**src/rtl/rna_pkg.sv**
```systemverilog
package rna_pkg;

  localparam int unsigned OPERAND_WIDTH = 16;
  localparam int unsigned PW = 2 * OPERAND_WIDTH;
  localparam int unsigned RW = 2 * OPERAND_WIDTH + 1;
  localparam int unsigned MW = OPERAND_WIDTH + 1;
  localparam int unsigned KW = $clog2(MW + 1);
  localparam int unsigned CW = $clog2(MW);

  typedef enum logic [2:0] {
    ACT_ADD  = 3'd0,
    ACT_SUB  = 3'd1,
    ACT_DIV  = 3'd2,
    ACT_INC  = 3'd3,
    ACT_DEC  = 3'd4,
    ACT_NORM = 3'd5,
    ACT_CMP  = 3'd6
  } action_e;

endpackage

```
**src/rtl/rational_number_alu.sv**
```systemverilog
// Rational number ALU: one operation on two signed fractions a_num/a_den and b_num/b_den.
// Request channel: drive action_i and the four operand ports and raise start while busy
// is low; the request is taken at that clock edge and busy rises on the next cycle
// unless the result is already shown then.
// Result channel: done_o is high for exactly one cycle with res_num_o, res_den_o, the
// compare flags and zero_den_error_o; the receiver cannot stall, so sample it then.
// Paths from the accepting edge to the done_o cycle:
//   increment, decrement, unknown codes and normalize of a zero denominator: the result
//   is registered at the accepting edge (no pass through the unit).
//   divide and compare: states MUL_X, MUL_Y; add and subtract: MUL_X, MUL_Y, MUL_D (one
//   shared 16x16 multiplier, one cross product per cycle).
//   normalize: binary gcd steps on the magnitudes, then a restoring divider runs
//   17 steps for the numerator and 17 for the denominator.
// One request is in flight at a time; a new request may be taken in the cycle that
// done_o is shown. A zero computed denominator is replaced by 1 and flagged.
// Reset clears the sequencer to idle and drops done_o; no result is pending after it.
module rational_number_alu (
  input  logic                                   clk_i,
  input  logic                                   rst_ni,
  input  logic                                   start,
  output logic                                   busy,
  input  logic        [2:0]                      action_i,
  input  logic signed [rna_pkg::OPERAND_WIDTH-1:0] a_num_i,
  input  logic signed [rna_pkg::OPERAND_WIDTH-1:0] a_den_i,
  input  logic signed [rna_pkg::OPERAND_WIDTH-1:0] b_num_i,
  input  logic signed [rna_pkg::OPERAND_WIDTH-1:0] b_den_i,
  output logic                                   done_o,
  output logic signed [rna_pkg::RW-1:0]          res_num_o,
  output logic signed [rna_pkg::RW-1:0]          res_den_o,
  output logic                                   is_greater_o,
  output logic                                   is_greater_equal_o,
  output logic                                   is_less_o,
  output logic                                   is_not_equal_o,
  output logic                                   zero_den_error_o
);

  localparam int unsigned W  = rna_pkg::OPERAND_WIDTH;
  localparam int unsigned PW = rna_pkg::PW;
  localparam int unsigned RW = rna_pkg::RW;
  localparam int unsigned MW = rna_pkg::MW;
  localparam int unsigned KW = rna_pkg::KW;
  localparam int unsigned CW = rna_pkg::CW;

  typedef enum logic [2:0] {
    ST_IDLE, ST_MUL_X, ST_MUL_Y, ST_MUL_D, ST_GCD, ST_DIV_N, ST_DIV_D
  } state_e;

  state_e               state_q;
  logic [2:0]           act_q;
  logic signed [W-1:0]  an_q, ad_q, bn_q, bd_q;
  logic signed [PW-1:0] x_q, y_q;
  logic [MW-1:0]        u_q, v_q, nmag_q, dmag_q, div_q, rem_q, quo_q, qn_q;
  logic [KW-1:0]        k_q;
  logic [CW-1:0]        cnt_q;
  logic                 nneg_q;

  logic                 done_q, gt_q, ge_q, lt_q, ne_q, err_q;
  logic signed [RW-1:0] num_q, den_q;

  logic signed [W-1:0]  mul_a, mul_b;
  logic signed [PW-1:0] prod;

  always_comb begin
    case (state_q)
      ST_MUL_X: begin
        mul_a = an_q;
        mul_b = bd_q;
      end
      ST_MUL_Y: begin
        mul_a = bn_q;
        mul_b = ad_q;
      end
      default: begin
        mul_a = ad_q;
        mul_b = bd_q;
      end
    endcase
  end
  assign prod = mul_a * mul_b;

  logic [MW:0]   r2;
  logic          r_ge;
  logic [MW-1:0] rem_d, quo_d;
  assign r2    = {rem_q, quo_q[MW-1]};
  assign r_ge  = r2 >= {1'b0, div_q};
  assign rem_d = r_ge ? MW'(r2 - {1'b0, div_q}) : r2[MW-1:0];
  assign quo_d = {quo_q[MW-2:0], r_ge};

  logic signed [MW-1:0] an_x, ad_x, n_x;
  assign an_x = MW'(a_num_i);
  assign ad_x = MW'(a_den_i);
  assign n_x  = a_den_i[W-1] ? -an_x : an_x;

  logic signed [RW-1:0] fin_num, fin_den;
  logic                 fin_fix;

  always_comb begin
    fin_num = '0;
    fin_den = RW'(1);
    fin_fix = 1'b1;
    case (state_q)
      ST_IDLE: begin
        case (action_i)
          rna_pkg::ACT_INC: begin
            fin_num = RW'(a_num_i) + RW'(a_den_i);
            fin_den = RW'(a_den_i);
          end
          rna_pkg::ACT_DEC: begin
            fin_num = RW'(a_num_i) - RW'(a_den_i);
            fin_den = RW'(a_den_i);
          end
          rna_pkg::ACT_NORM: begin
            fin_num = RW'(a_num_i);
            fin_den = '0;
          end
          default: fin_fix = 1'b0;
        endcase
      end
      ST_MUL_Y: begin
        fin_num = RW'(x_q);
        fin_den = RW'(prod);
        fin_fix = (act_q == rna_pkg::ACT_DIV);
      end
      ST_MUL_D: begin
        fin_num = (act_q == rna_pkg::ACT_ADD) ? RW'(x_q) + RW'(y_q) : RW'(x_q) - RW'(y_q);
        fin_den = RW'(prod);
      end
      default: begin
        fin_num = nneg_q ? -RW'({1'b0, qn_q}) : RW'({1'b0, qn_q});
        fin_den = RW'({1'b0, quo_d});
      end
    endcase
  end

  logic fin_zero;
  assign fin_zero = fin_fix && (fin_den == '0);

  always_ff @(posedge clk_i or negedge rst_ni) begin
    if (!rst_ni) begin
      state_q <= ST_IDLE;
      done_q  <= 1'b0;
      gt_q    <= 1'b0;
      ge_q    <= 1'b0;
      lt_q    <= 1'b0;
      ne_q    <= 1'b0;
      err_q   <= 1'b0;
    end else begin
      done_q <= 1'b0;
      case (state_q)
        ST_IDLE: begin
          if (start) begin
            act_q <= action_i;
            an_q  <= a_num_i;
            ad_q  <= a_den_i;
            bn_q  <= b_num_i;
            bd_q  <= b_den_i;
            if (action_i == rna_pkg::ACT_ADD || action_i == rna_pkg::ACT_SUB ||
                action_i == rna_pkg::ACT_DIV || action_i == rna_pkg::ACT_CMP) begin
              state_q <= ST_MUL_X;
            end else if (action_i == rna_pkg::ACT_NORM && a_den_i != '0) begin
              nneg_q  <= n_x[MW-1];
              nmag_q  <= n_x[MW-1] ? MW'(-n_x) : MW'(n_x);
              u_q     <= n_x[MW-1] ? MW'(-n_x) : MW'(n_x);
              dmag_q  <= a_den_i[W-1] ? MW'(-ad_x) : MW'(ad_x);
              v_q     <= a_den_i[W-1] ? MW'(-ad_x) : MW'(ad_x);
              k_q     <= '0;
              state_q <= ST_GCD;
            end else begin
              done_q <= 1'b1;
              num_q  <= fin_num;
              den_q  <= fin_zero ? RW'(1) : fin_den;
              err_q  <= fin_zero;
              gt_q   <= 1'b0;
              ge_q   <= 1'b0;
              lt_q   <= 1'b0;
              ne_q   <= 1'b0;
            end
          end
        end
        ST_MUL_X: begin
          x_q     <= prod;
          state_q <= ST_MUL_Y;
        end
        ST_MUL_Y: begin
          y_q <= prod;
          if (act_q == rna_pkg::ACT_DIV || act_q == rna_pkg::ACT_CMP) begin
            state_q <= ST_IDLE;
            done_q  <= 1'b1;
            err_q   <= fin_zero;
            if (act_q == rna_pkg::ACT_CMP) begin
              num_q <= '0;
              den_q <= RW'(1);
              gt_q  <= (ad_q[W-1] == bd_q[W-1]) ? (x_q > prod) : (x_q < prod);
              ge_q  <= ((ad_q[W-1] == bd_q[W-1]) ? (x_q > prod) : (x_q < prod)) ||
                       (x_q == prod);
              lt_q  <= !(((ad_q[W-1] == bd_q[W-1]) ? (x_q > prod) : (x_q < prod)) ||
                         (x_q == prod));
              ne_q  <= (x_q != prod);
            end else begin
              num_q <= fin_num;
              den_q <= fin_zero ? RW'(1) : fin_den;
              gt_q  <= 1'b0;
              ge_q  <= 1'b0;
              lt_q  <= 1'b0;
              ne_q  <= 1'b0;
            end
          end else begin
            state_q <= ST_MUL_D;
          end
        end
        ST_MUL_D: begin
          state_q <= ST_IDLE;
          done_q  <= 1'b1;
          num_q   <= fin_num;
          den_q   <= fin_zero ? RW'(1) : fin_den;
          err_q   <= fin_zero;
          gt_q    <= 1'b0;
          ge_q    <= 1'b0;
          lt_q    <= 1'b0;
          ne_q    <= 1'b0;
        end
        ST_GCD: begin
          if (u_q == '0 || v_q == '0) begin
            div_q   <= MW'((u_q | v_q) << k_q);
            quo_q   <= nmag_q;
            rem_q   <= '0;
            cnt_q   <= '0;
            state_q <= ST_DIV_N;
          end else if (!u_q[0] && !v_q[0]) begin
            u_q <= u_q >> 1;
            v_q <= v_q >> 1;
            k_q <= k_q + KW'(1);
          end else if (!u_q[0]) begin
            u_q <= u_q >> 1;
          end else if (!v_q[0]) begin
            v_q <= v_q >> 1;
          end else if (u_q >= v_q) begin
            u_q <= u_q - v_q;
          end else begin
            v_q <= v_q - u_q;
          end
        end
        ST_DIV_N: begin
          cnt_q <= cnt_q + CW'(1);
          if (cnt_q == CW'(MW - 1)) begin
            qn_q    <= quo_d;
            quo_q   <= dmag_q;
            rem_q   <= '0;
            cnt_q   <= '0;
            state_q <= ST_DIV_D;
          end else begin
            quo_q <= quo_d;
            rem_q <= rem_d;
          end
        end
        ST_DIV_D: begin
          cnt_q <= cnt_q + CW'(1);
          quo_q <= quo_d;
          rem_q <= rem_d;
          if (cnt_q == CW'(MW - 1)) begin
            state_q <= ST_IDLE;
            done_q  <= 1'b1;
            num_q   <= fin_num;
            den_q   <= fin_den;
            err_q   <= 1'b0;
            gt_q    <= 1'b0;
            ge_q    <= 1'b0;
            lt_q    <= 1'b0;
            ne_q    <= 1'b0;
          end
        end
        default: state_q <= ST_IDLE;
      endcase
    end
  end

  assign busy               = (state_q != ST_IDLE);
  assign done_o             = done_q;
  assign res_num_o          = num_q;
  assign res_den_o          = den_q;
  assign is_greater_o       = gt_q;
  assign is_greater_equal_o = ge_q;
  assign is_less_o          = lt_q;
  assign is_not_equal_o     = ne_q;
  assign zero_den_error_o   = err_q;

`ifndef ASSERT_OFF
  a_done_idle: assert property (@(posedge clk_i) disable iff (!rst_ni)
    done_o |-> !busy) else $error("result shown while busy");
  a_req_moves: assert property (@(posedge clk_i) disable iff (!rst_ni)
    (start && !busy) |=> (busy || done_o)) else $error("request dropped");
  a_err_den: assert property (@(posedge clk_i) disable iff (!rst_ni)
    (done_o && zero_den_error_o) |-> (res_den_o == RW'(1))) else $error("bad den fix");
  a_gt_lt: assert property (@(posedge clk_i) disable iff (!rst_ni)
    done_o |-> !(is_greater_o && is_less_o)) else $error("greater and less");
`endif

endmodule

```
**config.mk**
```make
export PLATFORM = sky130hd
export DESIGN_NAME = rational_number_alu
export DESIGN_NICKNAME = d
export VERILOG_FILES = /design/src/rtl/rna_pkg.sv /design/src/rtl/rational_number_alu.sv
export SDC_FILE = /design/constraint.sdc
export NUM_CORES = 2
export LEC_CHECK = 0
export ABC_CLOCK_PERIOD_IN_PS = 18000
export BUFFER_PORTS_ARGS = -buffer_cell sky130_fd_sc_hd__buf_2
export CORE_UTILIZATION = 65
export DETAILED_ROUTE_END_ITERATION = 7
export PLACE_DENSITY = 0.89
export SYNTH_ARGS = -nofsm -noshare
export SYNTH_HDL_FRONTEND = slang
export SYNTH_SLANG_ARGS = --single-unit
```
**constraint.sdc**
```tcl
create_clock -name clk_i -period 18 [get_ports clk_i]
set_clock_uncertainty 0.2 [all_clocks]
set_input_delay 0.9 -clock clk_i [delete_from_list [all_inputs] [get_ports clk_i]]
set_output_delay 0.9 -clock clk_i [all_outputs]
set_load 0.05 [all_outputs]
```
After elaboration in Yosys (flattened, before gate mapping)
Cells that the tools add are included.
{"block": "totals", "in_bits": 70, "elab_cells": 222, "register_bits": 353}
{"block": "op_classes", "n_reduce_logical": 41, "bitwise_logic": 2, "shift": 1, "n_lt_le_gt_ge": 4, "addsub": 13, "mux": 98, "n_mul": 1, "n_eq_ne": 33}
{"op": "$mux 33", "n": 15}
{"op": "$mux 17", "n": 24}
{"op": "$pmux 33 s4", "n": 2}
{"op": "$pmux 33 s3", "n": 2}
{"op": "$pmux 33 s2", "n": 2}
{"op": "$pmux 17 s3", "n": 2}
{"op": "$pmux 17 s2", "n": 2}
{"op": "$sub 17x17->17", "n": 3}
{"op": "$mux 5", "n": 7}
{"op": "$logic_not 17->1", "n": 2}
{"op": "$neg 16->17", "n": 2}
{"op": "$add 32x32->33", "n": 1}
{"op": "$logic_not 33->1", "n": 1}
{"op": "$neg 17->33", "n": 1}
{"op": "$sub 32x32->33", "n": 1}
{"op": "$eq 32x32->1", "n": 1}
{"op": "$gt 32x32->1", "n": 1}
{"op": "$lt 32x32->1", "n": 1}
{"op": "$mul 16x16->32", "n": 1}
{"op": "$ne 32x32->1", "n": 1}
{"op": "$pmux 16 s2", "n": 1}
{"op": "$pmux 1 s4", "n": 6}
{"op": "$mux 1", "n": 23}
{"op": "$eq 3x3->1 const B", "n": 7}
{"op": "39 further kinds", "n": 84}

Depth between registers and ports, before layout
{"block": "depth", "ltp_word": 11, "mapped_depth": 42}

Worst setup path after synthesis
OpenSTA, ideal clock, no wires.
{"block": "synth_path", "path_type": "reg2reg", "start": "register state_q[2]", "end": "register ge_q (netlist: is_greater_equal_o)", "required_time_ns": 17.680, "path_stages_with_launch": 36, "slack_ns": 8.326, "path_buffers": 4, "setup_time_ns": 0.120, "t_arrival_ns": 9.353, "path_cell_list": "dfrtp_1 > nand2b_1 > nor2_1 > buf_4 > clkbuf_1 > clkbuf_1 > mux2i_1 > nor2_1 > fa_1 > fa_1 > fa_1 > fa_1 > fa_1 > inv_1 > fa_1 > inv_1 > ha_1 > clkbuf_1 > o21ai_0 > a21oi_1 > a221o_1 > a21o_1 > a221oi_1 > o21bai_1 > xnor2_2 > inv_1 > ha_1 > nor2b_1 > a2111oi_0 > o211ai_1 > nor3_1 > a211o_1 > o31a_1 > xnor3_1 > o21ai_0 > nand2_1"}
{"block": "synth_between", "elab_chain_cells": 9, "word_cells_on_any_way": 23, "classes_between": "mul: 1; order compare: 2; eq/ne: 10; mux: 6; reduce/logical: 4"}
{"item": "start: declaration", "line_no": "rational_number_alu.sv:48", "rtl": "state_e state_q;"}
{"item": "start signal: assignment", "line_no": "rational_number_alu.sv:140", "rtl": "state_q <= ST_IDLE;"}
{"item": "start signal: assignment", "line_no": "rational_number_alu.sv:159", "rtl": "state_q <= ST_MUL_X;"}
{"item": "start signal: assignment", "line_no": "rational_number_alu.sv:167", "rtl": "state_q <= ST_GCD;"}
{"item": "$eq 3x2->1 / $eq 3x1->1 (equally long branches)", "line_no": "rational_number_alu.sv:64", "rtl": "case (state_q)"}
{"item": "$pmux 16 s2 / $mux 16 (equally long branches)", "line_no": "rational_number_alu.sv:64"}
{"item": "$mul 16x16->32 (*)", "line_no": "rational_number_alu.sv:79", "rtl": "assign prod = mul_a * mul_b;"}
{"item": "named net prod[31]", "line_no": "rational_number_alu.sv:61", "rtl": "logic signed [PW-1:0] prod;"}
{"item": "$lt 32x32->1 / $gt 32x32->1 (equally long branches)", "line_no": "rational_number_alu.sv:194", "rtl": "ge_q <= ((ad_q[W-1] == bd_q[W-1]) ? (x_q > prod) : (x_q < prod)) ||"}
{"item": "$mux 1", "line_no": "rational_number_alu.sv:194"}
{"item": "$logic_or 1x1->1 (*)", "line_no": "rational_number_alu.sv:194"}
{"item": "$mux 1 (*)", "line_no": "rational_number_alu.sv:190", "rtl": "if (act_q == rna_pkg::ACT_CMP) begin"}
{"item": "$mux 1 (*)", "line_no": "rational_number_alu.sv:186", "rtl": "if (act_q == rna_pkg::ACT_DIV || act_q == rna_pkg::ACT_CMP) begin"}
{"item": "$pmux 1 s4 (*)", "line_no": "rational_number_alu.sv:149", "rtl": "case (state_q)"}
{"item": "end signal: assignment", "line_no": "rational_number_alu.sv:194"}
{"item": "end: declaration", "line_no": "rational_number_alu.sv:57", "rtl": "logic done_q, gt_q, ge_q, lt_q, ne_q, err_q;"}
Mark *: on every way through the listed nets, which the timed path passes. The rest lies on a longest branch. The select of a mux whose other input is x is not followed.
A chain may end at the register's enable or synchronous reset.

Worst setup path in the final report
{"block": "layout_path", "start": "register state_q[1]", "end": "register den_q[20] (netlist: res_den_o[20]) (data pin)"}
{"block": "layout_between", "elab_chain_cells": 11, "word_cells_on_any_way": 21, "classes_between": "mul: 1; eq/ne: 4; mux: 12; reduce/logical: 4"}
{"item": "$eq 3x2->1 / $eq 3x1->1 (equally long branches)", "line_no": "rational_number_alu.sv:64"}
{"item": "$pmux 16 s2 / $mux 16 (equally long branches)", "line_no": "rational_number_alu.sv:64"}
{"item": "$mul 16x16->32 (*)", "line_no": "rational_number_alu.sv:79"}
{"item": "named net prod[14]", "line_no": "rational_number_alu.sv:61"}
{"item": "$pmux 33 s2 (*)", "line_no": "rational_number_alu.sv:101", "rtl": "case (state_q)"}
{"item": "$logic_not 33->1 (*)", "line_no": "rational_number_alu.sv:136", "rtl": "assign fin_zero = fin_fix && (fin_den == '0);"}
{"item": "$logic_and 1x1->1 (*)", "line_no": "rational_number_alu.sv:136"}
{"item": "$mux 33 (*)", "line_no": "rational_number_alu.sv:171, rational_number_alu.sv:201, rational_number_alu.sv:215"}
{"item": "$mux 33", "line_no": "rational_number_alu.sv:160", "rtl": "end else if (action_i == rna_pkg::ACT_NORM && a_den_i != '0) begin"}
{"item": "$mux 33", "line_no": "rational_number_alu.sv:157", "rtl": "if (action_i == rna_pkg::ACT_ADD || action_i == rna_pkg::ACT_SUB ||"}
{"item": "$mux 33", "line_no": "rational_number_alu.sv:151", "rtl": "if (start) begin"}
{"item": "$pmux 33 s4 (*)", "line_no": "rational_number_alu.sv:149"}
{"item": "end signal: assignment", "line_no": "rational_number_alu.sv:171", "rtl": "den_q <= fin_zero ? RW'(1) : fin_den;"}
{"item": "end signal: assignment", "line_no": "rational_number_alu.sv:201", "rtl": "den_q <= fin_zero ? RW'(1) : fin_den;"}
{"item": "end signal: assignment", "line_no": "rational_number_alu.sv:215", "rtl": "den_q <= fin_zero ? RW'(1) : fin_den;"}
{"item": "end: declaration", "line_no": "rational_number_alu.sv:58", "rtl": "logic signed [RW-1:0] num_q, den_q;"}
Marked as above.

==> metrics <==
Chip Width 227.3 um; Top Ports approximately 140; Worst Path Required 18,090 ps; Die Area 51,660 um^2; Avg WL per Cell 23.79 um; fin crit share 0.6666; Final Wtd Congestion approximately 1.1; layout cells sized above 1 0.09395; sequential share of the synthesized area 0.3190; startpoint types flip-flop; CTS H-tree lvls 2; Max-cap violations 0; normalized max-slew margin -0.01414; M2 GR Usage 0.6246; via count between 20,000 and 30,000; main combinational cell family by area after synthesis adder cells; area leader, netlist edfxtp_1; CP arrival around 12,000 ps; CTS Buffer Depth 3; multi-input logic area 20,320 um^2; input/output buffers 142; largest net degree at the start of global routing 66; Mapped Nets 3,957; Seq cells post-synth 352; synth top area cells edfxtp_1, fa_1, ha_1, inv_1, nor2_1; clk slew on worst S/H paths 70 ps; area added between synthesis and finish 8.233%; XOR/XNOR share of the synthesized area 0.05996; CTS root buf clkbuf_16; Avg Cell Area, Syn 9.755 um^2; grt ovf 0; Critical-path top delay cell a222oi_1; Rows 82; Mapped Cells 3,382; Simple-Gate Fraction of Synth Area 0.1326; post-CTS setup buffers 0; # resized after CTS 0; vias per cell 6.569; DRC Markers 26; DRT Wirelength 99,380 um; final HPWL from detailed placement 75,980 um; met3 Resource Use GR 0.09951; Top FF cell, synth edfxtp_1; post-synth top area share 0.3122; All-Layer GR Usage 0.3971; 1st-iter DRT viols around 3,500; CP Class flip-flop to flip-flop; final setup fails 0; Starting Density 0.6589; Post-synth EDFFs 343; number of CTS-inserted buffers 39; worst skew pair latency 590 ps; Slew Viols, Final 8; core box area 50,070 um^2; Post-CTS Hold Buffers 0; Yosys warning total 0; cell mode on critical path fa_1; DRT Pass-1 Iters 8; clock sink total 352; ANT nets after route 0; worst min-delay path class input pin to async pin; Hold Fails Final Rpt 0; Storage cell area 10,530 um^2; first-pass GRT wire length 153,500 um; TritonCTS clock tree built; Nets 4,048; post-synthesis mux area share 0.02166; max frequency 83.35 MHz; run status finished with violations; met1 GRT Util 0.4666; Synth Area in Compound Gates 0.1467; post-synth cell types 101; Synth Area in Adders 0.2523; ys async rst share 0.02557; R2R Setup Slk 6000 ps; Least-Margin Pin Slew 1521 ps; Post-Synthesis Cell Area 32,990 um^2; minimum clock period 12,000 ps; initial antenna violation count 5; RSZ-0062 raised after global routing false; vias in the first global route 27,442; maximum fanout along the worst path 56; failing checks design-rule violations, max-slew violations; setup TNS 0 ps; R2R depth 29; CP peak stage delay between 1000 and 1500 ps; Setup crit end kind flip-flop; Filler cells 3,698; Die Height 227.3 um; gr busiest metal met2
flip-flops by register name (all words and copies together), names as in the netlist, 32 cells and up:
signal	count
res_num_o	33
res_den_o	32
x_q	32
y_q	32
through the flow:
stage / setup WS (ps) / instance area (um^2) / hold slack [ps] / instances / util
global route: 5473 / 35700 / 36.36 / 4174 / 0.7130
CTS: 6354 / 35700 / 31.75 / 4174 / 0.7130
global placement: 6777 / 34420 / 273.6 / 4104 / 0.6874
detailed placement: 6337 / 34420 / 285.8 / 4104 / 0.6874
floorplan: 8326 / 32990 / 243.1 / 3382 / -
finish: 6002 / 35710 / 43.40 / 4178 / 0.7132
layer usage:
metal | up-vias | part of all wire
met2 | 1909 | 0.45
met1 | 13021 | 0.34
met4 | 6 | 0.094
met5 | - | 0.00031
met3 | 575 | 0.11
li1 | 11933 | -
area by class of cell:
type | count | area share
Antenna cell | 4 | 0.0002803
Clock buffer | 46 | 0.02835
Tap cell | 672 | 0.02355
Clock inverter | 24 | 0.007534
Sequential cell | 352 | 0.2948
Multi-Input combinational cell | 2445 | 0.5692
Inverter | 449 | 0.04720
Timing Repair Buffer | 186 | 0.02915
cell usage after synthesis (50+ instances only):
cell type  count
inv_1        448
nor2_1       370
edfxtp_1     343
nand2_1      274
fa_1         267
ha_1         238
a21oi_1      180
xnor2_1      125
clkbuf_1     105
o21ai_0       97
xor2_1        92
nand3_1       61
nor3_1        56
a21o_1        50
final timing paths:
kind	start	to
worst min register to register	is_not_equal_o	is_not_equal_o
worst max-delay path	state_q[1]	res_den_o[20]
worst min-delay path	rst_ni	is_greater_o
worst max register to register	state_q[1]	res_den_o[20]
min in group clk_i	b_num_i[13]	bn_q[13]
max in group asynchronous	rst_ni	state_q[0]
cells in the final DEF (no fill, tap or decap), types with 36 or more instances in the layout:
cell type / synthesis / routed
buf_2: 11 / 142
o21ai_0: 97 / 96
clkbuf_16: 0 / 39
nand3_1: 61 / 61
buf_4: 4 / 44
inv_1: 448 / 448
nor2_1: 370 / 367
a21oi_1: 180 / 180
xor2_1: 92 / 92
nand2_1: 274 / 274
a21o_1: 50 / 50
a221oi_1: 36 / 36
edfxtp_1: 343 / 343
nor3_1: 56 / 48
ha_1: 238 / 238
xnor2_1: 125 / 125
fa_1: 267 / 267
kinds of logic (layout without fill, tap and decap cells):
family                   count (synthesis)  count (layout)
XOR/XNOR                               221             221
multiplexers                            56              56
buffers and inverters                  585             705
other                                    1               5
adder cells (fa/ha/maj)                505             505
flip-flops                             352             352
AO/OA/AOI/OAI                          698             698
AND/OR/NAND/NOR                        964             964
critical path: cells and delay by family (launching register included):
family                   cells  cell delay [ps]
AO/OA/AOI/OAI                7             4100
XOR/XNOR                     1              250
adder cells (fa/ha/maj)      7             3550
buffers and inverters        7             1140
flip-flops                   1              330
AND/OR/NAND/NOR              7             2020
Power is not shown: default switching activity piles up to over one toggle a cycle in this logic, so the estimate is an artifact.
